## config.mk

```make
export PLATFORM = sky130hd
export DESIGN_NAME = ordered_list_store
export DESIGN_NICKNAME = d
export VERILOG_FILES = /design/src/hdl/ols_pkg.sv /design/src/hdl/ols_cell.sv /design/src/hdl/ordered_list_store.sv
export SDC_FILE = /design/constraint.sdc
export NUM_CORES = 2
export LEC_CHECK = 0
export ABC_AREA = 1
export BUFFER_PORTS_ARGS = -buffer_cell sky130_fd_sc_hd__buf_2
export CAP_MARGIN = 5
export CORE_UTILIZATION = 58
export CTS_CLUSTER_DIAMETER = 100
export CTS_CLUSTER_SIZE = 28
export DETAILED_ROUTE_END_ITERATION = 10
export HOLD_SLACK_MARGIN = 0.06
export MAX_ROUTING_LAYER = met4
export PLACE_DENSITY_LB_ADDON = 0.2
export SLEW_MARGIN = 40
export SYNTH_ARGS = -nofsm -noshare
export SYNTH_HDL_FRONTEND = slang
export SYNTH_HIERARCHICAL = 1
export SYNTH_SLANG_ARGS = --single-unit
```

## constraint.sdc

```tcl
create_clock -name i_clk -period 13.4 [get_ports i_clk]
set_clock_uncertainty 0.2 [all_clocks]
set_input_delay 2.01 -clock i_clk [delete_from_list [all_inputs] [get_ports i_clk]]
set_output_delay 2.01 -clock i_clk [all_outputs]
set_load 0.01 [all_outputs]
```

## src/hdl/ols_pkg.sv

```systemverilog
`timescale 1ns / 1ps

package ols_pkg;

    // Defaults for the top-level parameters.
    localparam int DEPTH_DEF       = 16;
    localparam int VALUE_WIDTH_DEF = 32;

    // Fixed widths of the request and result fields.
    localparam int KIND_W     = 3;
    localparam int VAL_IO_W   = 32;
    localparam int POS_W      = 4;
    localparam int STATUS_W   = 3;
    localparam int COUNT_IO_W = 5;

    // Width of the cell select broadcast along the chain; covers the deepest list.
    localparam int SEL_W = 8;

    typedef enum logic [KIND_W-1:0] {
        K_PUSH_BACK  = 3'd0,
        K_PUSH_FRONT = 3'd1,
        K_POP_FRONT  = 3'd2,
        K_CONTAINS   = 3'd3,
        K_REMOVE     = 3'd4,
        K_READ       = 3'd5
    } t_kind;

    typedef enum logic [STATUS_W-1:0] {
        ST_OK        = 3'd0,
        ST_FULL      = 3'd1,
        ST_EMPTY     = 3'd2,
        ST_NOT_FOUND = 3'd3,
        ST_RANGE     = 3'd4
    } t_status;

    typedef enum logic [2:0] {
        CELL_HOLD       = 3'd0,
        CELL_PUSH_BACK  = 3'd1,
        CELL_PUSH_FRONT = 3'd2,
        CELL_SHIFT_LEFT = 3'd3,
        CELL_ROTATE     = 3'd4
    } t_cell_op;

    typedef struct packed {
        t_cell_op         op;
        logic [SEL_W-1:0] tgt;
    } t_cell_ctl;

endpackage

```

## src/hdl/ols_cell.sv

```systemverilog
`timescale 1ns / 1ps

module ols_cell #(
    parameter int VALUE_WIDTH = ols_pkg::VALUE_WIDTH_DEF,
    parameter int IDX         = 0
) (
    input  logic                   i_clk,
    input  ols_pkg::t_cell_ctl     i_ctl,
    input  logic [VALUE_WIDTH-1:0] i_data,
    input  logic [VALUE_WIDTH-1:0] i_left,
    input  logic [VALUE_WIDTH-1:0] i_right,
    output logic [VALUE_WIDTH-1:0] o_value
);

    logic [VALUE_WIDTH-1:0] r_value;
    logic [VALUE_WIDTH-1:0] n_value;
    logic                   w_sel;

    assign w_sel = (i_ctl.tgt == ols_pkg::SEL_W'(IDX));

    always_comb begin
        n_value = r_value;
        unique case (i_ctl.op)
            ols_pkg::CELL_HOLD: begin
                n_value = r_value;
            end
            ols_pkg::CELL_PUSH_BACK: begin
                if (w_sel) begin
                    n_value = i_data;
                end
            end
            ols_pkg::CELL_PUSH_FRONT: begin
                n_value = (IDX == 0) ? i_data : i_left;
            end
            ols_pkg::CELL_SHIFT_LEFT: begin
                n_value = i_right;
            end
            ols_pkg::CELL_ROTATE: begin
                // The old head is written back at the tail, everything else moves forward.
                n_value = w_sel ? i_data : i_right;
            end
            default: begin
                n_value = r_value;
            end
        endcase
    end

    always_ff @(posedge i_clk) begin
        r_value <= n_value;
    end

    assign o_value = r_value;

endmodule

```

## src/hdl/ordered_list_store.sv

```systemverilog
`timescale 1ns / 1ps

// Ordered list of up to DEPTH values held in a chain of cells, front at position 0.
// A request is taken when start is high and busy is low; its result appears on the
// o_ ports, marked by o_done for exactly one cycle, and must be taken in that cycle
// since the receiver cannot stall the block. Push back, push front, pop front, read at
// index and undefined kinds need no scan: o_done follows in the next cycle and
// busy stays low, so these requests can be issued every cycle. Contains and remove
// rotate the list once through the cell chain, one entry per cycle at the head cell,
// so they hold busy high until every entry held before the request has passed the
// head; o_done follows the last step. An empty list gives status empty without a scan.
// o_entry_count is the count after the request, in its low five bits.
module ordered_list_store #(
    parameter int DEPTH       = ols_pkg::DEPTH_DEF,
    parameter int VALUE_WIDTH = ols_pkg::VALUE_WIDTH_DEF
) (
    input  logic                              i_clk,
    input  logic                              i_rst_n,
    input  logic                              start,
    input  logic [ols_pkg::KIND_W-1:0]        i_kind,
    input  logic [ols_pkg::VAL_IO_W-1:0]      i_value,
    input  logic [ols_pkg::POS_W-1:0]         i_position,
    output logic                              busy,
    output logic                              o_done,
    output logic [ols_pkg::STATUS_W-1:0]      o_status,
    output logic                              o_found,
    output logic [ols_pkg::VAL_IO_W-1:0]      o_read_value,
    output logic [ols_pkg::COUNT_IO_W-1:0]    o_entry_count
);

    localparam int CNT_W   = $clog2(DEPTH + 1);
    localparam int RD_SPAN = (DEPTH < (1 << ols_pkg::POS_W)) ? DEPTH : (1 << ols_pkg::POS_W);

    typedef enum logic [1:0] {
        S_IDLE = 2'b01,
        S_SCAN = 2'b10
    } t_state;

    t_state                        r_state, n_state;
    logic [CNT_W-1:0]              r_count, n_count;
    logic [CNT_W-1:0]              r_len, n_len;
    logic [CNT_W-1:0]              r_step, n_step;
    logic                          r_hit, n_hit;
    logic                          r_remove, n_remove;
    logic [VALUE_WIDTH-1:0]        r_key, n_key;
    logic                          r_done, n_done;
    ols_pkg::t_status              r_status, n_status;
    logic                          r_found, n_found;
    logic [ols_pkg::VAL_IO_W-1:0]  r_rd, n_rd;

    logic [VALUE_WIDTH-1:0]        w_val [DEPTH];
    logic [VALUE_WIDTH-1:0]        w_key;
    logic [VALUE_WIDTH-1:0]        w_data;
    logic [VALUE_WIDTH-1:0]        w_rd_sel;
    ols_pkg::t_cell_ctl            w_ctl;
    logic                          w_accept;
    logic                          w_full;
    logic                          w_match;
    logic                          w_drop;

    assign busy     = (r_state == S_SCAN);
    assign w_accept = start && !busy;
    assign w_key    = VALUE_WIDTH'(i_value);
    assign w_full   = (r_count == CNT_W'(DEPTH));

    // Read port: only the cells that the POS_W-bit position field can index are reachable.
    always_comb begin
        w_rd_sel = '0;
        for (int i = 0; i < RD_SPAN; i++) begin
            if (i_position == ols_pkg::POS_W'(i)) begin
                w_rd_sel = w_val[i];
            end
        end
    end

    assign w_match = (w_val[0] == r_key) && !r_hit;
    assign w_drop  = w_match && r_remove;

    always_comb begin
        n_state    = r_state;
        n_count    = r_count;
        n_len      = r_len;
        n_step     = r_step;
        n_hit      = r_hit;
        n_remove   = r_remove;
        n_key      = r_key;
        n_done     = 1'b0;
        n_status   = r_status;
        n_found    = r_found;
        n_rd       = r_rd;
        w_ctl.op   = ols_pkg::CELL_HOLD;
        w_ctl.tgt  = '0;
        w_data     = w_key;

        unique case (r_state)
            S_IDLE: begin
                if (w_accept) begin
                    n_done   = 1'b1;
                    n_status = ols_pkg::ST_OK;
                    n_found  = 1'b0;
                    n_rd     = '0;
                    unique case (i_kind)
                        ols_pkg::K_PUSH_BACK: begin
                            if (w_full) begin
                                n_status = ols_pkg::ST_FULL;
                            end else begin
                                w_ctl.op  = ols_pkg::CELL_PUSH_BACK;
                                w_ctl.tgt = ols_pkg::SEL_W'(r_count);
                                n_count   = r_count + CNT_W'(1);
                            end
                        end
                        ols_pkg::K_PUSH_FRONT: begin
                            if (w_full) begin
                                n_status = ols_pkg::ST_FULL;
                            end else begin
                                w_ctl.op = ols_pkg::CELL_PUSH_FRONT;
                                n_count  = r_count + CNT_W'(1);
                            end
                        end
                        ols_pkg::K_POP_FRONT: begin
                            if (r_count == '0) begin
                                n_status = ols_pkg::ST_EMPTY;
                            end else begin
                                w_ctl.op = ols_pkg::CELL_SHIFT_LEFT;
                                n_count  = r_count - CNT_W'(1);
                            end
                        end
                        ols_pkg::K_CONTAINS, ols_pkg::K_REMOVE: begin
                            if (r_count == '0) begin
                                n_status = ols_pkg::ST_EMPTY;
                            end else begin
                                n_done   = 1'b0;
                                n_state  = S_SCAN;
                                n_key    = w_key;
                                n_remove = (i_kind == ols_pkg::K_REMOVE);
                                n_len    = r_count;
                                n_step   = r_count;
                                n_hit    = 1'b0;
                            end
                        end
                        ols_pkg::K_READ: begin
                            if ((CNT_W + ols_pkg::POS_W)'(i_position) >=
                                (CNT_W + ols_pkg::POS_W)'(r_count)) begin
                                n_status = ols_pkg::ST_RANGE;
                            end else begin
                                n_rd = ols_pkg::VAL_IO_W'(w_rd_sel);
                            end
                        end
                        default: begin
                            n_status = ols_pkg::ST_OK;
                        end
                    endcase
                end
            end
            S_SCAN: begin
                // Each step takes the head entry; a kept entry goes back in at the tail,
                // the first match of a remove is simply left out.
                if (w_drop) begin
                    w_ctl.op = ols_pkg::CELL_SHIFT_LEFT;
                    n_len    = r_len - CNT_W'(1);
                end else begin
                    w_ctl.op  = ols_pkg::CELL_ROTATE;
                    w_ctl.tgt = ols_pkg::SEL_W'(r_len - CNT_W'(1));
                    w_data    = w_val[0];
                end
                n_hit  = r_hit || w_match;
                n_step = r_step - CNT_W'(1);
                if (r_step == CNT_W'(1)) begin
                    n_state  = S_IDLE;
                    n_done   = 1'b1;
                    n_found  = n_hit;
                    n_status = n_hit ? ols_pkg::ST_OK : ols_pkg::ST_NOT_FOUND;
                    n_rd     = '0;
                    n_count  = n_len;
                end
            end
            default: begin
                n_state = S_IDLE;
            end
        endcase
    end

    always_ff @(posedge i_clk) begin
        if (!i_rst_n) begin
            r_state  <= S_IDLE;
            r_count  <= '0;
            r_len    <= '0;
            r_step   <= '0;
            r_hit    <= 1'b0;
            r_remove <= 1'b0;
            r_done   <= 1'b0;
        end else begin
            r_state  <= n_state;
            r_count  <= n_count;
            r_len    <= n_len;
            r_step   <= n_step;
            r_hit    <= n_hit;
            r_remove <= n_remove;
            r_done   <= n_done;
        end
    end

    always_ff @(posedge i_clk) begin
        r_key    <= n_key;
        r_status <= n_status;
        r_found  <= n_found;
        r_rd     <= n_rd;
    end

    for (genvar g = 0; g < DEPTH; g++) begin : g_cell
        logic [VALUE_WIDTH-1:0] w_left;
        logic [VALUE_WIDTH-1:0] w_right;

        if (g == 0) begin : g_first
            assign w_left = w_data;
        end else begin : g_inner_l
            assign w_left = w_val[g-1];
        end

        if (g == DEPTH - 1) begin : g_last
            assign w_right = w_val[g];
        end else begin : g_inner_r
            assign w_right = w_val[g+1];
        end

        ols_cell #(
            .VALUE_WIDTH (VALUE_WIDTH),
            .IDX         (g)
        ) u_cell (
            .i_clk   (i_clk),
            .i_ctl   (w_ctl),
            .i_data  (w_data),
            .i_left  (w_left),
            .i_right (w_right),
            .o_value (w_val[g])
        );
    end

    assign o_done        = r_done;
    assign o_status      = r_status;
    assign o_found       = r_found;
    assign o_read_value  = r_rd;
    assign o_entry_count = ols_pkg::COUNT_IO_W'(r_count);

`ifndef SYNTH
    a_count_bound: assert property (@(posedge i_clk) disable iff (!i_rst_n)
        r_count <= CNT_W'(DEPTH))
        else $error("entry count exceeds depth");

    a_scan_len: assert property (@(posedge i_clk) disable iff (!i_rst_n)
        (r_state == S_SCAN) |-> (r_len <= r_count && r_step <= r_len))
        else $error("scan length out of step with entry count");

    a_quick_done: assert property (@(posedge i_clk) disable iff (!i_rst_n)
        (w_accept && i_kind != ols_pkg::K_CONTAINS && i_kind != ols_pkg::K_REMOVE)
        |=> o_done)
        else $error("single-cycle request gave no result");

    a_push_front: assert property (@(posedge i_clk) disable iff (!i_rst_n)
        (w_accept && i_kind == ols_pkg::K_PUSH_FRONT && !w_full)
        |=> (r_count == $past(r_count) + CNT_W'(1)))
        else $error("push front did not grow the list");

    a_found_ok: assert property (@(posedge i_clk) disable iff (!i_rst_n)
        (o_done && o_found) |-> (o_status == ols_pkg::ST_OK))
        else $error("found flag with error status");
`endif

endmodule

```

=== Word level (Yosys, flattened, before mapping) ===
Cells that the tools add are included.

* Flip-flop bits (word level): 600
* Latch bits: 0
* Bits in writable memories: 0
* ROM bits: 0
* Input port bits: 42
* Logic and storage cells: 255
* Memories: 0

* Add/sub/neg operators: 5
* Multiply operators: 0
* Div/mod/pow operators: 0
* $lt $le $gt $ge: 1
* Equality and inequality tests: 67
* Shift operators: 0
* Multiplexer cells: 116
* Bitwise logic cells: 1
* Reductions and logical operators: 38

{| class="wikitable"
|+ Operators by type and width
! cell !! count
|-
| $pmux 32 s4 || 15
|-
| $mux 32 || 53
|-
| $pmux 32 s2 || 2
|-
| $eq 8x4->1 const B || 8
|-
| $mux 5 || 8
|-
| $pmux 5 s2 || 4
|-
| $ne 2x1->1 const B || 18
|-
| $eq 32x32->1 || 1
|-
| $eq 4x4->1 const B || 8
|-
| $eq 8x3->1 const B || 4
|-
| $reduce_and 2->1 || 16
|-
| $pmux 11 s2 || 1
|-
| $pmux 3 s3 || 2
|-
| $eq 4x3->1 const B || 4
|-
| $eq 8x2->1 const B || 2
|-
| $mux 2 || 8
|-
| $mux 8 || 2
|-
| $sub 5x1->5 const B || 3
|-
| $eq 3x2->1 const B || 4
|-
| $mux 3 || 4
|-
| $reduce_and 4->1 || 3
|-
| $mux 11 || 1
|-
| $mux 1 || 10
|-
| $eq 3x3->1 const B || 3
|-
| other kinds (32) || 44
|}

=== Longest topological paths before layout ===
* Word-level depth: 21
* Gate-level depth with buffers: 20
* Mapped depth without buffers: 19

=== By module ===
The synthesis kept the hierarchy.

{| class="wikitable"
|+ By module, submodules not included
! module !! times used !! cells each !! area each (um^2) !! sequential area each (um^2)
|-
| ols_cell at g_cell[10].u_cell ... || 6 || 197 || 1928.1 || 960.9
|-
| ordered_list_store || 1 || 1510 || 8754.6 || 2442.3
|-
| ols_cell at g_cell[1].u_cell ... || 4 || 198 || 1931.9 || 960.9
|-
| ols_cell at g_cell[11].u_cell ... || 4 || 196 || 1928.1 || 960.9
|-
| ols_cell at g_cell[15].u_cell || 1 || 195 || 1924.3 || 960.9
|-
| ols_cell at g_cell[0].u_cell || 1 || 160 || 1597.8 || 960.9
|}

=== Worst setup path after synthesis ===
Ideal clock, no wire load.

* Kind: input -> register
* From: in i_kind[2] (netlist name)
* To: reg g_cell[10].u_cell.r_value[0] (enable)
* Setup time: 0.766 ns
* Data arrival time: 11.685 ns
* Setup slack: 0.748 ns
* Cell stages on the path: 6
* Cell sequence: nor3_2 > nand2_1 > o21ai_0 > nand3_1 > a21oi_1 > a31oi_1

{| class="wikitable"
|+ RTL lines
! item !! line !! source
|-
| start: declaration || ordered_list_store.sv:20 || <nowiki>input logic [ols_pkg::KIND_W-1:0] i_kind,</nowiki>
|-
| end signal: assignment || ols_cell.sv:49 || <nowiki>r_value <= n_value;</nowiki>
|-
| end: declaration || ols_cell.sv:15 || <nowiki>logic [VALUE_WIDTH-1:0] r_value;</nowiki>
|}

==> summary.md <==
| Metric | Value |
|---|---|
| Vias in the first global route | 32490 |
| FP Rows | 95 |
| Synth top area share | between 40 and 50% |
| Slowest stage delay, CP | ~0.8 ns |
| CTS tree | yes |
| HPWL after DPL | roughly 78000 um |
| Setup crit end kind | flip-flop |
| Share of post-route cells with drive strength above 1 | between 20% and 30% |
| PwrDens | between 150 and 200 nW/um^2 |
| Inserted Diodes | 0 |
| First-pass GRT wire length | around 180000 um |
| Routed wire length | roughly 110000 um |
| Synth Instances | around 4600 |
| Post-synth ARST share | 0% |
| Cell taking the most area after synthesis | edfxtp_1 |
| Max Fclk | between 150 and 200 MHz |
| Period utilization | about two fifths |
| Unique masters post-synth | 45 |
| Synth Cell Area | 39290 um^2 |
| # clock sinks | 600 |
| CP required | 13.71 ns |
| Final nets | 4599 |
| Crit Path Class | reg2reg |
| Largest net degree at the start of global routing | 56 |
| Top-count cell post-synth | nand2_1 |
| Final Max Slew Viols | 0 |
| Clock Pin Slew Worst Setup and Hold Paths | about 0.11 ns |
| Post-synthesis register bit count | 600 |
| Area Growth Syn to Fin | 3.860% |
| Total CTS buffers | 30 |
| Post-layout min period | 5.602 ns |
| Met1 Usage GRT | between 40% and 50% |
| Die width | roughly 260 um |
| RSZ-0062 raised after global routing | no |
| Commonest cells in the netlist | nand2_1 (1295), nand3_1 (826), edfxtp_1 (580) |
| # DRC | 0 |
| LEAKAGE | 0.01637 uW |
| Status | finished clean |
| Post-route design area | between 40000 and 50000 um^2 |
| Syn nets | roughly 4700 |
| DRT Pass-1 Iters | 6 |
| Placed instance area | approximately 40000 um^2 |
| CTS Hold Bufs | 0 |
| Setup TNS | 0 ns |
| Overflow after GRT | 0 |
| Crit-path cells | xnor2_1 > nand4_1 > nor3_1 > nand3_1 > inv_1 > nand2_1 > inv_1 > nand4_1 > a21oi_4 > buf_4 > nand3_2 > nand2_2 > nand3_1 > nand2_1 |
| WL/cell | 20.18 um |
| Startpoint Class | flip-flop |
| Skew-Pair Late Insertion Delay | approximately 0.64 ns |
| Post-CTS Setup Bufs | 0 |
| Port Buf Inserts | between 80 and 90 |
| Total GRT Usage | roughly 32% |
| Top_reg_cell synth | edfxtp_1 |
| Met2 usage | between 50% and 60% |
| Syn Area/Cell | 8.498 um^2 |
| Top post-synthesis cells by area | edfxtp_1 (44%), nand2_1 (12%), nand3_1 (11%), nand3_2 (7.7%), nand2_2 (4.8%) |
| Initial Util | 58.60% |
| Synth warnings | 6 |
| CTS root buf | clkbuf_16 |
| Setup violations, final | 0 |
| Routability congestion estimate | a little under 0.9 |
| Slew headroom | a little over two fifths |
| Die footprint | between 60000 and 70000 um^2 |
| Initial antenna violation count | 0 |
| Via count | around 33000 |
| Max clock buf depth | 3 |
| CTS H-tree depth | 1 |
| Register area share after synthesis | 45.35% |
| Critical path peak fanout | 48 |
| Final Power | between 6000 and 7000 uW |
| Fillcell total | approximately 6000 |
| MaxCap Viol Count | 0 |
| Core Box Area | between 60000 and 70000 um^2 |
| PostCTS Resize Cnt | 0 |
| Die Y | between 200 and 300 um |
| Slew @ Worst Pin | 0.8590 ns |
| Type of the tightest min-delay check | reg2reg |
| Met3 Use GR | approximately 2.5% |
| Vias per cell | a little over 6 |
| ANT nets after route | 0 |
| WP data arrival | 5.91 ns |
| GRT busiest layer | met2 |
| Worst VDD drop | around 0.12 mV |
| Final number of hold-violating endpoints | 0 |
| Post-layout util | slightly above 60% |
| Critical-path top delay cell | nand2_2 |
| # IOs | 85 |
| EDFF count, synth | 580 |
| DRT iter0 DRCs | 3600 |
-- flip-flops by register name, summed over array words and instances, names as in the netlist, 2 cells and up --
register / flops
o_status: 3
r_key: 32
r_step: 5
g_cell.u_cell/o_value: 512
r_state: 2
o_read_value: 32
o_entry_count: 5
r_len: 5
-- routing by layer --
layer / vias up / share of wire (%) / routed length [um]
met3: 243 / 7.2 / 7920
met5: - / 0 / 0
met2: 1511 / 49 / 53520
met1: 16060 / 41 / 44920
met4: 0 / 3.0 / 3324
li1: 15310 / - / -
-- final timing paths --
path | cells past startpoint | from | end | slack, ns
setup / recovery | 14 | g_cell[0].u_cell/o_value[19]$_DFFE_PP_ | g_cell[0].u_cell/o_value[28]$_DFFE_PP_ | 7.80
hold / removal | 2 | r_state[0]$_SDFFE_PN1P_ | r_state[0]$_SDFFE_PN1P_ | 0.28
setup reg to reg | 14 | g_cell[0].u_cell/o_value[19]$_DFFE_PP_ | g_cell[0].u_cell/o_value[28]$_DFFE_PP_ | 7.80
hold reg to reg | 2 | r_state[0]$_SDFFE_PN1P_ | r_state[0]$_SDFFE_PN1P_ | 0.28
-- kinds of logic (layout without fill, tap and decap cells) --
family                     after synthesis  in the layout  share of synthesized area [%]
buffers and inverters                  567            507                          8.185
xor gates and xnor gates                31             31                         0.6911
AOI/OAI and AO/OA                      126            126                          1.800
and+or+nand+nor                       3285           3285                          43.51
DFF                                    600            600                          45.35
adders and majority gates               14             14                         0.4650
-- cells in the final DEF (no fill, tap or decap), drive strengths merged --
cell and instances:
a21boi 1, ha 13, nand4 99, nand3 1128, nor4 3, bufinv 1, xor2 5, o32ai 1
clkbuf 33, edfxtp 580, inv 318, nand2 1627, buf 144, o31ai 2, dfxtp 20, o21a 5
o21ai 25, a31oi 17, clkinv 8, a21oi 70, fa 1, nor3 4, nor2 383, xnor2 26
clkinvlp 3, o22ai 1, or2 25, nor3b 15, or3 1, a221oi 3, o41ai 1
-- worst max-delay path: cells and delay by family (launching register included) --
kind                      cells  cell delay, ns
AOI/OAI and AO/OA             1            0.20
xor gates and xnor gates      1            0.32
buffers and inverters         3            0.96
DFF                           1            0.48
and+or+nand+nor               9            3.26
-- metrics by stage --
stage | hold slack [ns] | setup WS, ns | cells
2_1_floorplan | 0.2435 | 0.7483 | 4623
3_3_place_gp | 0.2650 | 7.079 | 5359
3_5_place_dp | 0.2726 | 7.403 | 5380
4_1_cts | 0.2861 | 8.042 | 5432
5_1_grt | 0.3299 | 7.566 | 5436
6_report | 0.2832 | 7.798 | 5436
-- layout make-up --
| type | count | area (um^2) | share of cell area, % |
|---|---|---|---|
| clock buffer | 32 | 779.5 | 1.910 |
| multi-input combinational | 3456 | 18600 | 45.59 |
| inverter | 310 | 1165 | 2.855 |
| sequential | 600 | 17820 | 43.67 |
| tap | 873 | 1092 | 2.677 |
| timing repair buffer | 145 | 1130 | 2.769 |
| clock inverter | 20 | 216.5 | 0.5305 |
-- where the power goes --
group / leakage (uW) / total [uW] / switching [uW] / internal [uW]
Sequential: 0.00552 / 3310 / 507 / 2800
Clock: 0.000480 / 1150 / 688 / 467
Combinational: 0.0104 / 1670 / 1110 / 554
No activity file was read; power rests on OpenSTA's default activity.
